--- src/rtl/cpd_pkg.sv ---
// Package with payload types, register indexes and controller command codes.
package cpd_pkg;

	typedef struct packed {
		logic signed [15:0] corr_re;
		logic signed [15:0] corr_im;
		logic [31:0]        blk_energy;
		logic               last;
	} in_beat_t;

	typedef struct packed {
		logic               detected;
		logic [15:0]        peak_index;
		logic signed [15:0] frac_offset;
		logic [31:0]        peak_pwr;
		logic [31:0]        noise_est;
		logic [31:0]        threshold;
	} out_beat_t;

	localparam int CFG_IDX_W  = 3;
	localparam int CFG_DATA_W = 32;

	localparam logic [CFG_IDX_W-1:0] REG_WINDOW_START    = 3'd0;
	localparam logic [CFG_IDX_W-1:0] REG_WINDOW_STOP     = 3'd1;
	localparam logic [CFG_IDX_W-1:0] REG_THRESH_OFFSET   = 3'd2;
	localparam logic [CFG_IDX_W-1:0] REG_THRESH_GAIN     = 3'd3;
	localparam logic [CFG_IDX_W-1:0] REG_TEMPLATE_ENERGY = 3'd4;
	localparam logic [CFG_IDX_W-1:0] REG_BLOCK_LENGTH    = 3'd5;

	// Datapath operations issued by the controller.
	localparam logic [3:0] OP_NONE      = 4'd0;
	localparam logic [3:0] OP_MUL       = 4'd1;
	localparam logic [3:0] OP_NSUB      = 4'd2;
	localparam logic [3:0] OP_NDIV      = 4'd3;
	localparam logic [3:0] OP_GMUL      = 4'd4;
	localparam logic [3:0] OP_THR       = 4'd5;
	localparam logic [3:0] OP_DECIDE    = 4'd6;
	localparam logic [3:0] OP_LOG_START = 4'd7;
	localparam logic [3:0] OP_LOG_STORE = 4'd8;
	localparam logic [3:0] OP_OPREP     = 4'd9;
	localparam logic [3:0] OP_ODIV      = 4'd10;
	localparam logic [3:0] OP_OFIN      = 4'd11;
	localparam logic [3:0] OP_EMIT      = 4'd12;

	localparam logic [1:0] SEL_LEFT  = 2'd0;
	localparam logic [1:0] SEL_PEAK  = 2'd1;
	localparam logic [1:0] SEL_RIGHT = 2'd2;

	typedef struct packed {
		logic [3:0] op;
		logic [1:0] sel;
	} cmd_t;

	typedef struct packed {
		logic end_blk;
		logic div_busy;
		logic norm_done;
		logic go_off;
		logic den_zero;
		logic out_free;
	} stat_t;

endpackage

--- src/rtl/cpd_ctrl.sv ---
// Controller that sequences the end-of-block work in the datapath.
module cpd_ctrl (
	input  logic           clk,
	input  logic           arst_n,
	input  cpd_pkg::stat_t stat,
	output cpd_pkg::cmd_t  cmd
);

	localparam logic [3:0] ST_RUN    = 4'd0;
	localparam logic [3:0] ST_MUL    = 4'd1;
	localparam logic [3:0] ST_NSUB   = 4'd2;
	localparam logic [3:0] ST_NDIV   = 4'd3;
	localparam logic [3:0] ST_NWAIT  = 4'd4;
	localparam logic [3:0] ST_GMUL   = 4'd5;
	localparam logic [3:0] ST_THR    = 4'd6;
	localparam logic [3:0] ST_DECIDE = 4'd7;
	localparam logic [3:0] ST_CHOOSE = 4'd8;
	localparam logic [3:0] ST_LOGS   = 4'd9;
	localparam logic [3:0] ST_LOGW   = 4'd10;
	localparam logic [3:0] ST_OPREP  = 4'd11;
	localparam logic [3:0] ST_OCHK   = 4'd12;
	localparam logic [3:0] ST_OWAIT  = 4'd13;
	localparam logic [3:0] ST_OFIN   = 4'd14;
	localparam logic [3:0] ST_EMIT   = 4'd15;

	logic [3:0] state_q, state_n;
	logic [1:0] sel_q, sel_n;

	always_comb begin
		state_n = state_q;
		sel_n   = sel_q;
		cmd.op  = cpd_pkg::OP_NONE;
		cmd.sel = sel_q;
		unique case (state_q)
			ST_RUN:    if (stat.end_blk) state_n = ST_MUL;
			ST_MUL:    begin cmd.op = cpd_pkg::OP_MUL;  state_n = ST_NSUB; end
			ST_NSUB:   begin cmd.op = cpd_pkg::OP_NSUB; state_n = ST_NDIV; end
			ST_NDIV:   begin cmd.op = cpd_pkg::OP_NDIV; state_n = ST_NWAIT; end
			ST_NWAIT:  if (!stat.div_busy) state_n = ST_GMUL;
			ST_GMUL:   begin cmd.op = cpd_pkg::OP_GMUL; state_n = ST_THR; end
			ST_THR:    begin cmd.op = cpd_pkg::OP_THR;  state_n = ST_DECIDE; end
			ST_DECIDE: begin cmd.op = cpd_pkg::OP_DECIDE; state_n = ST_CHOOSE; end
			ST_CHOOSE: begin
				sel_n   = cpd_pkg::SEL_LEFT;
				state_n = stat.go_off ? ST_LOGS : ST_EMIT;
			end
			ST_LOGS:   begin cmd.op = cpd_pkg::OP_LOG_START; state_n = ST_LOGW; end
			ST_LOGW: begin
				if (stat.norm_done) begin
					cmd.op = cpd_pkg::OP_LOG_STORE;
					if (sel_q == cpd_pkg::SEL_RIGHT) begin
						state_n = ST_OPREP;
					end else begin
						sel_n   = sel_q + 2'd1;
						state_n = ST_LOGS;
					end
				end
			end
			ST_OPREP:  begin cmd.op = cpd_pkg::OP_OPREP; state_n = ST_OCHK; end
			ST_OCHK: begin
				// A flat peak leaves the offset at zero.
				if (stat.den_zero) begin
					state_n = ST_EMIT;
				end else begin
					cmd.op  = cpd_pkg::OP_ODIV;
					state_n = ST_OWAIT;
				end
			end
			ST_OWAIT:  if (!stat.div_busy) state_n = ST_OFIN;
			ST_OFIN:   begin cmd.op = cpd_pkg::OP_OFIN; state_n = ST_EMIT; end
			ST_EMIT: begin
				cmd.op = cpd_pkg::OP_EMIT;
				if (stat.out_free) state_n = ST_RUN;
			end
			default:   state_n = ST_RUN;
		endcase
	end

	always_ff @(posedge clk or negedge arst_n) begin
		if (!arst_n) begin
			state_q <= ST_RUN;
			sel_q   <= cpd_pkg::SEL_LEFT;
		end else begin
			state_q <= state_n;
			sel_q   <= sel_n;
		end
	end

endmodule

--- config.mk ---
export PLATFORM = sky130hd
export DESIGN_NAME = cpd_ctrl
export DESIGN_NICKNAME = d
export VERILOG_FILES = /design/src/rtl/cpd_pkg.sv /design/src/rtl/cpd_ctrl.sv
export SDC_FILE = /design/constraint.sdc
export NUM_CORES = 1
export LEC_CHECK = 0
export ABC_CLOCK_PERIOD_IN_PS = 2660
export BUFFER_PORTS_ARGS = -buffer_cell sky130_fd_sc_hd__buf_2
export CAP_MARGIN = 10
export CORE_AREA = 3 3 40 42
export CTS_CLUSTER_DIAMETER = 100
export DETAILED_ROUTE_END_ITERATION = 10
export DIE_AREA = 0 0 43 45
export HOLD_SLACK_MARGIN = 0.15
export PLACE_DENSITY = 0.67
export SLEW_MARGIN = 20
export SYNTH_ARGS = -nofsm -noshare
export SYNTH_HDL_FRONTEND = slang
export SYNTH_SLANG_ARGS = --single-unit
--- constraint.sdc ---
create_clock -name clk -period 2.66 [get_ports clk]
set_clock_uncertainty 0.1 [all_clocks]
set_input_delay 0.266 -clock clk [delete_from_list [all_inputs] [get_ports clk]]
set_output_delay 0.266 -clock clk [all_outputs]
set_load 0.01 [all_outputs]
[After elaboration in Yosys (flattened, before gate mapping)]
Cells that the tools add are included.
Word-level totals
  bits in registers: 6
  bits of input ports: 8
  output and inout port bits: 6
  logic and storage cells: 44
Cells by class
  $add $sub $neg: 1
  equality and inequality tests: 22
  mux-type cells: 15
  reductions and logical operators: 4
Operators with widths (count)
  case mux 4 bit (16 select lines): 1
  case mux 4 bit (12 select lines): 1
  equality test 4 bit (second input constant): 8
  two-way mux 4 bit: 7
  equality test 4 x 3 -> 1 bit (second input constant): 4
  != test 2 bit (second input constant): 6
  equality test 4 x 2 -> 1 bit (second input constant): 2
  two-way mux 2 bit: 4
  AND reduction 5 bit: 1
  equality test 4 x 1 -> 1 bit (second input constant): 1
  zero test 4 bit: 1
  case mux 2 bit (2 select lines): 1
  two-way mux 3 bit: 1
  AND reduction 3 bit: 1
  adder 2 x 1 -> 2 bit (second input constant): 1
  equality test 2 bit (second input constant): 1
  nonzero test 2 bit: 1

[Depth between registers and ports, before layout]
Gate-level depths: netlist (run 1).
  depth after elaboration: 4
  gate-level depth with buffers: 6
  depth with buffers taken out: 6

[Worst setup path before layout (run 1)]
OpenSTA, ideal clock, no wires.
  kind: reg2out
  from: register state_q[1]
  to: output port cmd[3] in the netlist's numbering
  arrival time: 1.173 ns
  required time: 2.294 ns
  setup slack: 1.121 ns
  stages on the path, launching flop included: 6
  path buffers: 2
  path through: dfrtp_1 buf_6 inv_1 buf_2 mux2i_1 o221ai_1
RTL lines
  start, declared: line cpd_ctrl.sv:26  | logic [3:0] state_q, state_n;
  start signal, assigned: line cpd_ctrl.sv:84  | state_q <= state_n;
  end, declared: line cpd_ctrl.sv:6  | output cpd_pkg::cmd_t cmd

==> run metrics, run 1 <==
GRT Residual Overflow=0; Net Switching=0.000411 W; CTS tree=built; clock sink total=6; Startpoint Class=flip-flop; fin crit share=0.733; min-delay worst type=input pin to flip-flop; pin count of the biggest net entering global routing=15; worst slew pin tran=0.460 ns; CORE AREA=1280 um^2; # H-tree levels=1; DRC=0; Cells after Synth=68; Flop pwr share=0.286; met3 wire length=65 um; Yosys top cell area share=0.261; PD cells=1250 nW/um^2; Sum Neg Setup Slack=0 ns; Layout fillers=135; Layout Nets=90; DRT met1 WL=627 um; DRT Wirelength=1320 um; Synth Register Bits=6; switching part of the total=0.509; via density per instance=5.81; vias in the first global route=509; Initial DRT Pass Iterations=4; clock buffer depth=2; hpwl dp=991 um; Die Y=45 um; CTS root buf=clkbuf_4; sequential area share after synthesis=0.261; Worst-path clk slew=0.05 ns; FMAX=513 MHz; Post-Synthesis Cell Area=574 um^2; vias post-DR=546; count of warnings emitted by yosys=0; Worst IR Drop VDD=0.599 mV; status=complete, no violations; Reg2Reg Setup Slack=1.00 ns; wire per inst=14.0 um; post-synthesis average cell area=8.45 um^2; Final Util=0.500; antenna viol nets, final=0; crit path max fanout=13; Synth area leaders=dfrtp_1 26%, nor4_4 7.4%, o21ai_0 7.0%; met2 WL=624 um; Total GRT Usage=0.161; layout cells sized above 1=0.278; n_diodes=0; final setup vio count=0; RSZ-0062 raised after global routing=false; CTS buffer count=3; initial drt markers=22; combinational share of power=0.606; CP required=2.29 ns; DIE AREA=1940 um^2; RD Place Congestion=0.828; Final Hold Vio Count=0; Port Buf Inserts=13; internal power=0.000396 W; Cell Rows=13; LEAKAGE=0.283 nW; maxcap violations=0; Setup CP Type=flip-flop to primary output; Area Growth Syn to Fin=12.0%; Final min period=1.95 ns; Die X=43 um; Starting Density=0.447; CP arrival=1.58 ns; initial antenna violation count=0; Final Max Tran Viols=0; Top Layer Used=met3; first-pass GRT wire length=2330 um; Yosys top cell by area=dfrtp_1; clock latency on the worst-skew pair=0.25 ns; max_slew headroom=0.693; IO Pins=14; Yosys cell types=32; endpoint class of the critical path=primary output; clock power share=0.108; syn nets=77
per-layer routing:
| layer | up-vias | track usage |
|---|---|---|
| met2 | 16 | 0.246 |
| met1 | 261 | 0.217 |
| li1 | 269 | - |
| met4 | 0 | 0.0361 |
| met5 | - | 0 |
| met3 | 0 | 0.0598 |
timing repair:
item / 4_1_cts / 5_1_grt
setup buffers: 0 / 0
hold buffers: 1 / 0
resized for setup: 0 / 0
endpoints found under the hold margin: 6 / 0
stage by stage:
| step | setup WS, ns | power, W | std cells | area [um^2] | hold slack [ns] |
|---|---|---|---|---|---|
| finish | 0.710 | 0.000806 | 94 | 643 | 0.257 |
| global route | 0.606 | 0.000885 | 94 | 643 | 0.277 |
| CTS | 0.714 | 0.000809 | 94 | 643 | 0.254 |
| detailed placement | 0.974 | 0.000718 | 90 | 611 | 0.000418 |
| global placement | 0.993 | 0.000712 | 90 | 611 | -0.00402 |
| floorplan | 1.12 | 0.000636 | 68 | 574 | -0.130 |
worst max-delay path, cell delays in order, from the launching register on:
cell and delay [ns]:
dfrtp_1 0.46, inv_1 0.37, mux2i_1 0.23, o221ai_1 0.13, buf_2 0.15
layout make-up:
cell class / count / area, um^2 / area share
Clock buffer: 3 / 22.5 / 0.0350
Timing Repair Buffer: 14 / 75.1 / 0.117
Sequential cell: 6 / 150 / 0.233
Tap cell: 15 / 18.8 / 0.0292
Multi-Input combinational cell: 51 / 358 / 0.556
Inverter: 5 / 18.8 / 0.0292
flip-flops by register name, indices dropped and copies added, names as in the netlist:
signal   count
sel_q        2
state_q      4
cells in the mapped netlist:
cell       count
buf_6          3
a32oi_1        1
a21o_1         1
and2b_1        1
a32o_1         1
o2111ai_1      1
a21oi_1        3
nor4_4         2
nor2_1         7
nand3_1        1
nor3_1         1
or3_4          1
o21ai_0        8
nand4_1        1
o31ai_2        1
xnor2_1        1
dfrtp_1        6
buf_2          2
o21bai_1       1
nand2_1        5
o21a_1         1
a211oi_1       1
o221ai_1       2
nor2b_1        2
a221oi_2       1
o211ai_1       2
ha_1           1
clkbuf_1       1
inv_1          4
inv_2          1
nand2b_1       3
mux2i_1        1
worst paths after layout:
| kind | cells past startpoint | startpoint | to |
|---|---|---|---|
| worst max-delay path | 4 | state_q[1] | cmd[3] |
| worst min register to register | 2 | sel_q[1] | sel_q[1] |
| worst min-delay path | 4 | stat[0] | state_q[3] |
| max in group asynchronous | 2 | arst_n | state_q[2] |
| min in group asynchronous | 2 | arst_n | sel_q[1] |
| worst max register to register | 4 | state_q[1] | state_q[1] |
cells in the final DEF (no fill, tap or decap), drive strengths merged, types with 2 or more instances in the layout:
master,netlist,routed
dfrtp,6,6
inv,5,5
nor2,7,7
o21ai,8,8
a21oi,3,3
nor4,2,2
nand2,5,5
o211ai,2,2
nor2b,2,2
nand2b,3,3
o221ai,2,2
buf,5,13
clkbuf,1,3
logic make-up after synthesis:
| logic type | count (synthesis) | synth area share |
|---|---|---|
| AO/OA/AOI/OAI | 24 | 0.301 |
| XOR/XNOR | 1 | 0.0153 |
| adder cells (fa/ha/maj) | 1 | 0.0218 |
| buffers and inverters | 11 | 0.115 |
| flip-flops | 6 | 0.261 |
| multiplexers | 1 | 0.0174 |
| AND/OR/NAND/NOR | 24 | 0.268 |
power by group through the flow:
stage / clock network [W] / registers (W) / logic [W]
floorplan: 0 / 0.000164 / 0.000472
global placement: 0 / 0.000226 / 0.000487
detailed placement: 0 / 0.000229 / 0.000489
CTS: 0.0000889 / 0.000228 / 0.000493
global route: 0.0000995 / 0.000240 / 0.000545
finish: 0.0000871 / 0.000231 / 0.000489
No activity file was read; power rests on OpenSTA's default activity.
==> run 2, diff against run 1 <==
--- a/config.mk
+++ b/config.mk
@@ -5,7 +5,8 @@
 export SDC_FILE = /design/constraint.sdc
 export NUM_CORES = 1
 export LEC_CHECK = 0
-export ABC_CLOCK_PERIOD_IN_PS = 2660
+export ABC_AREA = 1
+export ABC_CLOCK_PERIOD_IN_PS = 2000
 export BUFFER_PORTS_ARGS = -buffer_cell sky130_fd_sc_hd__buf_2
 export CAP_MARGIN = 10
 export CORE_AREA = 3 3 40 42
@@ -13,7 +14,7 @@
 export DETAILED_ROUTE_END_ITERATION = 10
 export DIE_AREA = 0 0 43 45
 export HOLD_SLACK_MARGIN = 0.15
-export PLACE_DENSITY = 0.67
+export PLACE_DENSITY = 0.71
 export SLEW_MARGIN = 20
 export SYNTH_ARGS = -nofsm -noshare
 export SYNTH_HDL_FRONTEND = slang
==> constraint.sdc (replaced) <==
create_clock -name clk -period 2 [get_ports clk]
set_clock_uncertainty 0.1 [all_clocks]
set_input_delay 0.2 -clock clk [delete_from_list [all_inputs] [get_ports clk]]
set_output_delay 0.2 -clock clk [all_outputs]
set_load 0.01 [all_outputs]
==> run metrics, run 2 <==
initial drt markers=22; Pwr Total=0.00115 W; post-synthesis average cell area=6.59 um^2; Cells after Synth=95; Yosys top cell area share=0.240; Final min period=1.74 ns; worst slew pin tran=0.490 ns; crit path max-delay cell type=dfrtp_1; CP Buf/Inv Count=2; predominant post-synthesis flop cell=dfrtp_1; via density per instance=4.81; # H-tree levels=1; DRC=0; Worst IR Drop VDD=0.777 mV; crit path max fanout=8; PostCTS Resize Cnt=0; Worst Setup SP=state_q[1]; first-pass GRT wire length=2190 um; delay-heaviest family, CP=flip-flops; R2R Path Start=state_q[2]; IO Pins=14; clock buffer depth=2; CP arrival=1.44 ns; most frequent cell after synthesis=nand2_1; switching part of the total=0.539; CP required=1.70 ns; biggest registers after layout=state_q: 4 flops, sel_q: 2 flops; sequential area share after synthesis=0.240; postcts setup bufs=0; DRT Wirelength=1260 um; Flop pwr share=0.310; fin crit share=0.872; Yosys cell types=22; max reg flops=4; Total GRT Usage=0.149; register with the most flip-flops=state_q; pin count of the biggest net entering global routing=10; Starting Density=0.487; Synth top cells by count=26 x nand2_1, 9 x inv_1, 9 x nor2_1; n_diodes=0; RSZ-0062 raised after global routing=false; Startpoint Class=flip-flop; antenna viol nets, final=0; Layout Nets=119; async set or reset register ratio after synthesis=1.00; Synth area leaders=dfrtp_1 24%, nand2_1 16%, buf_6 7.2%; Net Switching=0.000618 W; Final Max Tran Viols=0; Post-synth EDFFs=0; RD Place Congestion=0.819; Cell Rows=13; Post-CTS Hold Fix Bufs=1; initial antenna violation count=0; CORE AREA=1280 um^2; Yosys top cell by area=dfrtp_1; max_slew headroom=0.674; Area Growth Syn to Fin=11.4%; LEAKAGE=0.397 nW; Setup CP Type=flip-flop to primary output; Final Hold Vio Count=0; most common cell after layout, fill and taps aside=nand2_1; Worst-path clk slew=0.05 ns; DIE AREA=1940 um^2; vias in the first global route=541; status=complete, no violations; Die X=43 um; Synth Register Bits=6; PD cells=1640 nW/um^2; combinational share of power=0.594; CTS buffer count=3; most frequent cells in the layout=26 x nand2_1, 13 x buf_2, 9 x inv_1, 9 x nor2_1, 8 x nand3_1; Sum Neg Setup Slack=0 ns; GRT Residual Overflow=0; count of warnings emitted by yosys=0; CTS tree=built; layout cells sized above 1=0.315; wire per inst=10.3 um; CTS root buf=clkbuf_4; Initial DRT Pass Iterations=4; clock latency on the worst-skew pair=0.24 ns; min-delay worst type=input pin to async pin; vias post-DR=592; final setup vio count=0; clock power share=0.096; worst path cell trace=inv_1, nor2_1, nand2_1, nand4_1, buf_2; Die Y=45 um; hpwl dp=1020 um; maxcap violations=0; clock sink total=6; internal power=0.000529 W; slowest stage delay, CP=0.59 ns; Layout fillers=131; Post-Synthesis Cell Area=626 um^2; Port Buf Inserts=13; endpoint class of the critical path=primary output; FMAX=573 MHz; syn nets=104
run 2: cell types whose count changed after synthesis, sizes merged, moves of 2 or more:
| cell | previous run | this run |
|---|---|---|
| inv | 5 | 13 |
| nand2 | 5 | 33 |
| nand2b | 3 | 0 |
| nand3 | 1 | 9 |
| nand3b | 0 | 2 |
| nor2 | 7 | 15 |
| nor2b | 2 | 0 |
| nor4 | 2 | 0 |
| o21ai | 8 | 6 |
| o221ai | 2 | 0 |
run 2: metal layers:
| layer | part of all wire | track usage | up-vias |
|---|---|---|---|
| met4 | 0 | 0.0361 | 0 |
| met2 | 0.47 | 0.243 | 9 |
| li1 | - | - | 325 |
| met1 | 0.49 | 0.201 | 258 |
| met3 | 0.036 | 0.0359 | 0 |
| met5 | 0 | 0 | - |
run 2: power groups by stage:
stage / registers (W) / logic, W / clock network, W
after floorplan: 0.000225 / 0.000708 / 0
after CTS: 0.000355 / 0.000684 / 0.000114
after global placement: 0.000358 / 0.000682 / 0
after global routing: 0.000371 / 0.000779 / 0.000121
after detailed placement: 0.000356 / 0.000681 / 0
final: 0.000355 / 0.000681 / 0.000110
run 2: worst paths after layout:
check	to	slack, ns	cells after the start
worst max-delay path	cmd[3]	0.26	5
worst min-delay path	state_q[2]	0.21	2
worst max register to register	state_q[0]	0.51	9
worst min register to register	sel_q[0]	0.39	1
max in group asynchronous	sel_q[0]	1.45	2
min in group clk	state_q[3]	0.23	6
run 2: layout make-up:
class                   instances  area (um^2)  area share
multi-input cells              72          374       0.537
well taps                      15         18.8      0.0269
repair buffers                 14         75.1       0.108
flip-flops and latches          6          150       0.215
inverters                      13         56.3      0.0808
clock buffers                   3         22.5      0.0323
run 2: logic make-up after synthesis:
family	synth area share
buffers and inverters	0.162
adders and majority gates	0.0200
and+or+nand+nor	0.494
AOI/OAI and AO/OA	0.0840
DFF	0.240
run 2: metrics by stage:
stage               worst slack [ns]  instances   util  hold WS, ns  cell area [um^2]
floorplan                      0.778         95      -       -0.196               626
global placement               0.498        119  0.517      -0.0732               664
detailed placement             0.519        119  0.517      -0.0716               664
CTS                            0.270        123  0.542        0.199               697
global route                   0.119        123  0.542        0.222               697
finish                         0.256        123  0.542        0.206               697
==> run 3, diff against run 2 <==
--- a/config.mk
+++ b/config.mk
@@ -9,12 +9,12 @@
 export ABC_CLOCK_PERIOD_IN_PS = 2000
 export BUFFER_PORTS_ARGS = -buffer_cell sky130_fd_sc_hd__buf_2
 export CAP_MARGIN = 10
-export CORE_AREA = 3 3 40 42
+export CORE_MARGIN = 3
+export CORE_UTILIZATION = 40
 export CTS_CLUSTER_DIAMETER = 100
 export DETAILED_ROUTE_END_ITERATION = 10
-export DIE_AREA = 0 0 43 45
 export HOLD_SLACK_MARGIN = 0.15
-export PLACE_DENSITY = 0.71
+export PLACE_DENSITY = 0.62
 export SLEW_MARGIN = 20
 export SYNTH_ARGS = -nofsm -noshare
 export SYNTH_HDL_FRONTEND = slang
==> run metrics, run 3 (synthesized netlist as in run 2, its figures left out) <==
status=complete, no violations; n_diodes=0; pin count of the biggest net entering global routing=10; Final Util=0.504; CTS tree=built; initial drt markers=11; CP Buf/Inv Count=1; FMAX=558 MHz; Startpoint Class=flip-flop; Final min period=1.79 ns; Worst IR Drop VDD=0.635 mV; CORE AREA=1380 um^2; most frequent cells in the layout=26 x nand2_1, 13 x buf_2, 9 x inv_1, 9 x nor2_1, 8 x nand3_1; clock sink total=6; Sum Neg Setup Slack=0 ns; crit path max fanout=9; Hold WS=0.209 ns; antenna viol nets, final=0; Port Buf Inserts=13; PD cells=1640 nW/um^2; IO Pins=14; CTS root buf=clkbuf_4; DIE AREA=2070 um^2; maxcap violations=0; Initial DRT Pass Iterations=4; DRC=0; vias in the first global route=542; Final Hold Vio Count=0; Starting Density=0.452; Die Y=45.5 um; DRT Wirelength=1300 um; first-pass GRT wire length=2240 um; endpoint class of the critical path=primary output; Final Non-Filler Cells=123; hpwl dp=1070 um; Setup CP Type=flip-flop to primary output; via density per instance=4.95; Layout Nets=119; Layout fillers=146; CP arrival=1.49 ns; final setup vio count=0; RSZ-0062 raised after global routing=false; delay-heaviest family, CP=flip-flops; clock buffer depth=2; register with the most flip-flops=state_q; postcts setup bufs=0; Worst-path clk slew=0.04 ns; max_slew headroom=0.638; fin crit share=0.895; Placed Cells=119; max reg flops=4; Die X=45.5 um; initial antenna violation count=0; worst path cell trace=nor2_1, o21ai_0, nand3b_1, buf_2; Total GRT Usage=0.147; LEAKAGE=0.397 nW; layout cells sized above 1=0.315; worst slew pin tran=0.543 ns; clock latency on the worst-skew pair=0.24 ns; crit path max-delay cell type=dfrtp_1; CTS buffer count=3; RD Place Congestion=0.814; wire per inst=10.5 um; Area Growth Syn to Fin=11.4%; slowest stage delay, CP=0.68 ns; vias post-DR=609; CP required=1.70 ns; # H-tree levels=1; min-delay worst type=input pin to async pin; Cell Rows=13; GRT Residual Overflow=0; Final Max Tran Viols=0; Pwr Total=0.00114 W; most common cell after layout, fill and taps aside=nand2_1; biggest registers after layout=state_q: 4 flops, sel_q: 2 flops
==> run 3: cell counts in the layout (fill, tap and decap cells not counted) <==
Identical to the previous run, type by type.
==> run 3: report_power, final <==
| group | total [W] | switching, W | internal, W |
|---|---|---|---|
| clock network | 0.000108 | 0.0000402 | 0.0000676 |
| logic | 0.000673 | 0.000395 | 0.000279 |
| registers | 0.000360 | 0.000177 | 0.000183 |
==> run 3: worst paths after layout <==
path / from / end / cells past startpoint / slack, ns
min in group clk: stat[4] / state_q[2] / 6 / 0.24
hold reg to reg: sel_q[0] / sel_q[0] / 1 / 0.40
setup / recovery: state_q[0] / cmd[4] / 4 / 0.21
hold / removal: arst_n / state_q[1] / 2 / 0.21
max in group asynchronous: arst_n / state_q[3] / 2 / 1.46
setup reg to reg: state_q[0] / state_q[3] / 7 / 0.49
==> run 3: area by class of cell <==
class,count,area [um^2],area share
multi-input combinational,72,374,0.537
sequential,6,150,0.215
timing repair buffer,14,75.1,0.108
inverter,13,56.3,0.0808
clock buffer,3,22.5,0.0323
tap,15,18.8,0.0269
==> run 3: per-stage QoR <==
stage / cell area [um^2] / setup WS [ns]
after global placement: 664 / 0.464
after CTS: 697 / 0.202
after detailed placement: 664 / 0.474
after global routing: 697 / 0.118
after floorplan: 626 / 0.778
final: 697 / 0.209
==> run 3: routing by layer <==
layer | GRT usage | routed length [um] | vias to the layer above
li1 | - | - | 325
met1 | 0.189 | 633 | 274
met2 | 0.245 | 626 | 10
met3 | 0.0474 | 35 | 0
met4 | 0.0175 | 0 | 0
met5 | 0 | 0 | -
==> run 3: what timing repair did <==
action / in CTS / in global routing
endpoints found under the hold margin: 6 / 0
gates resized for setup: 0 / 0
hold buffers: 1 / 0
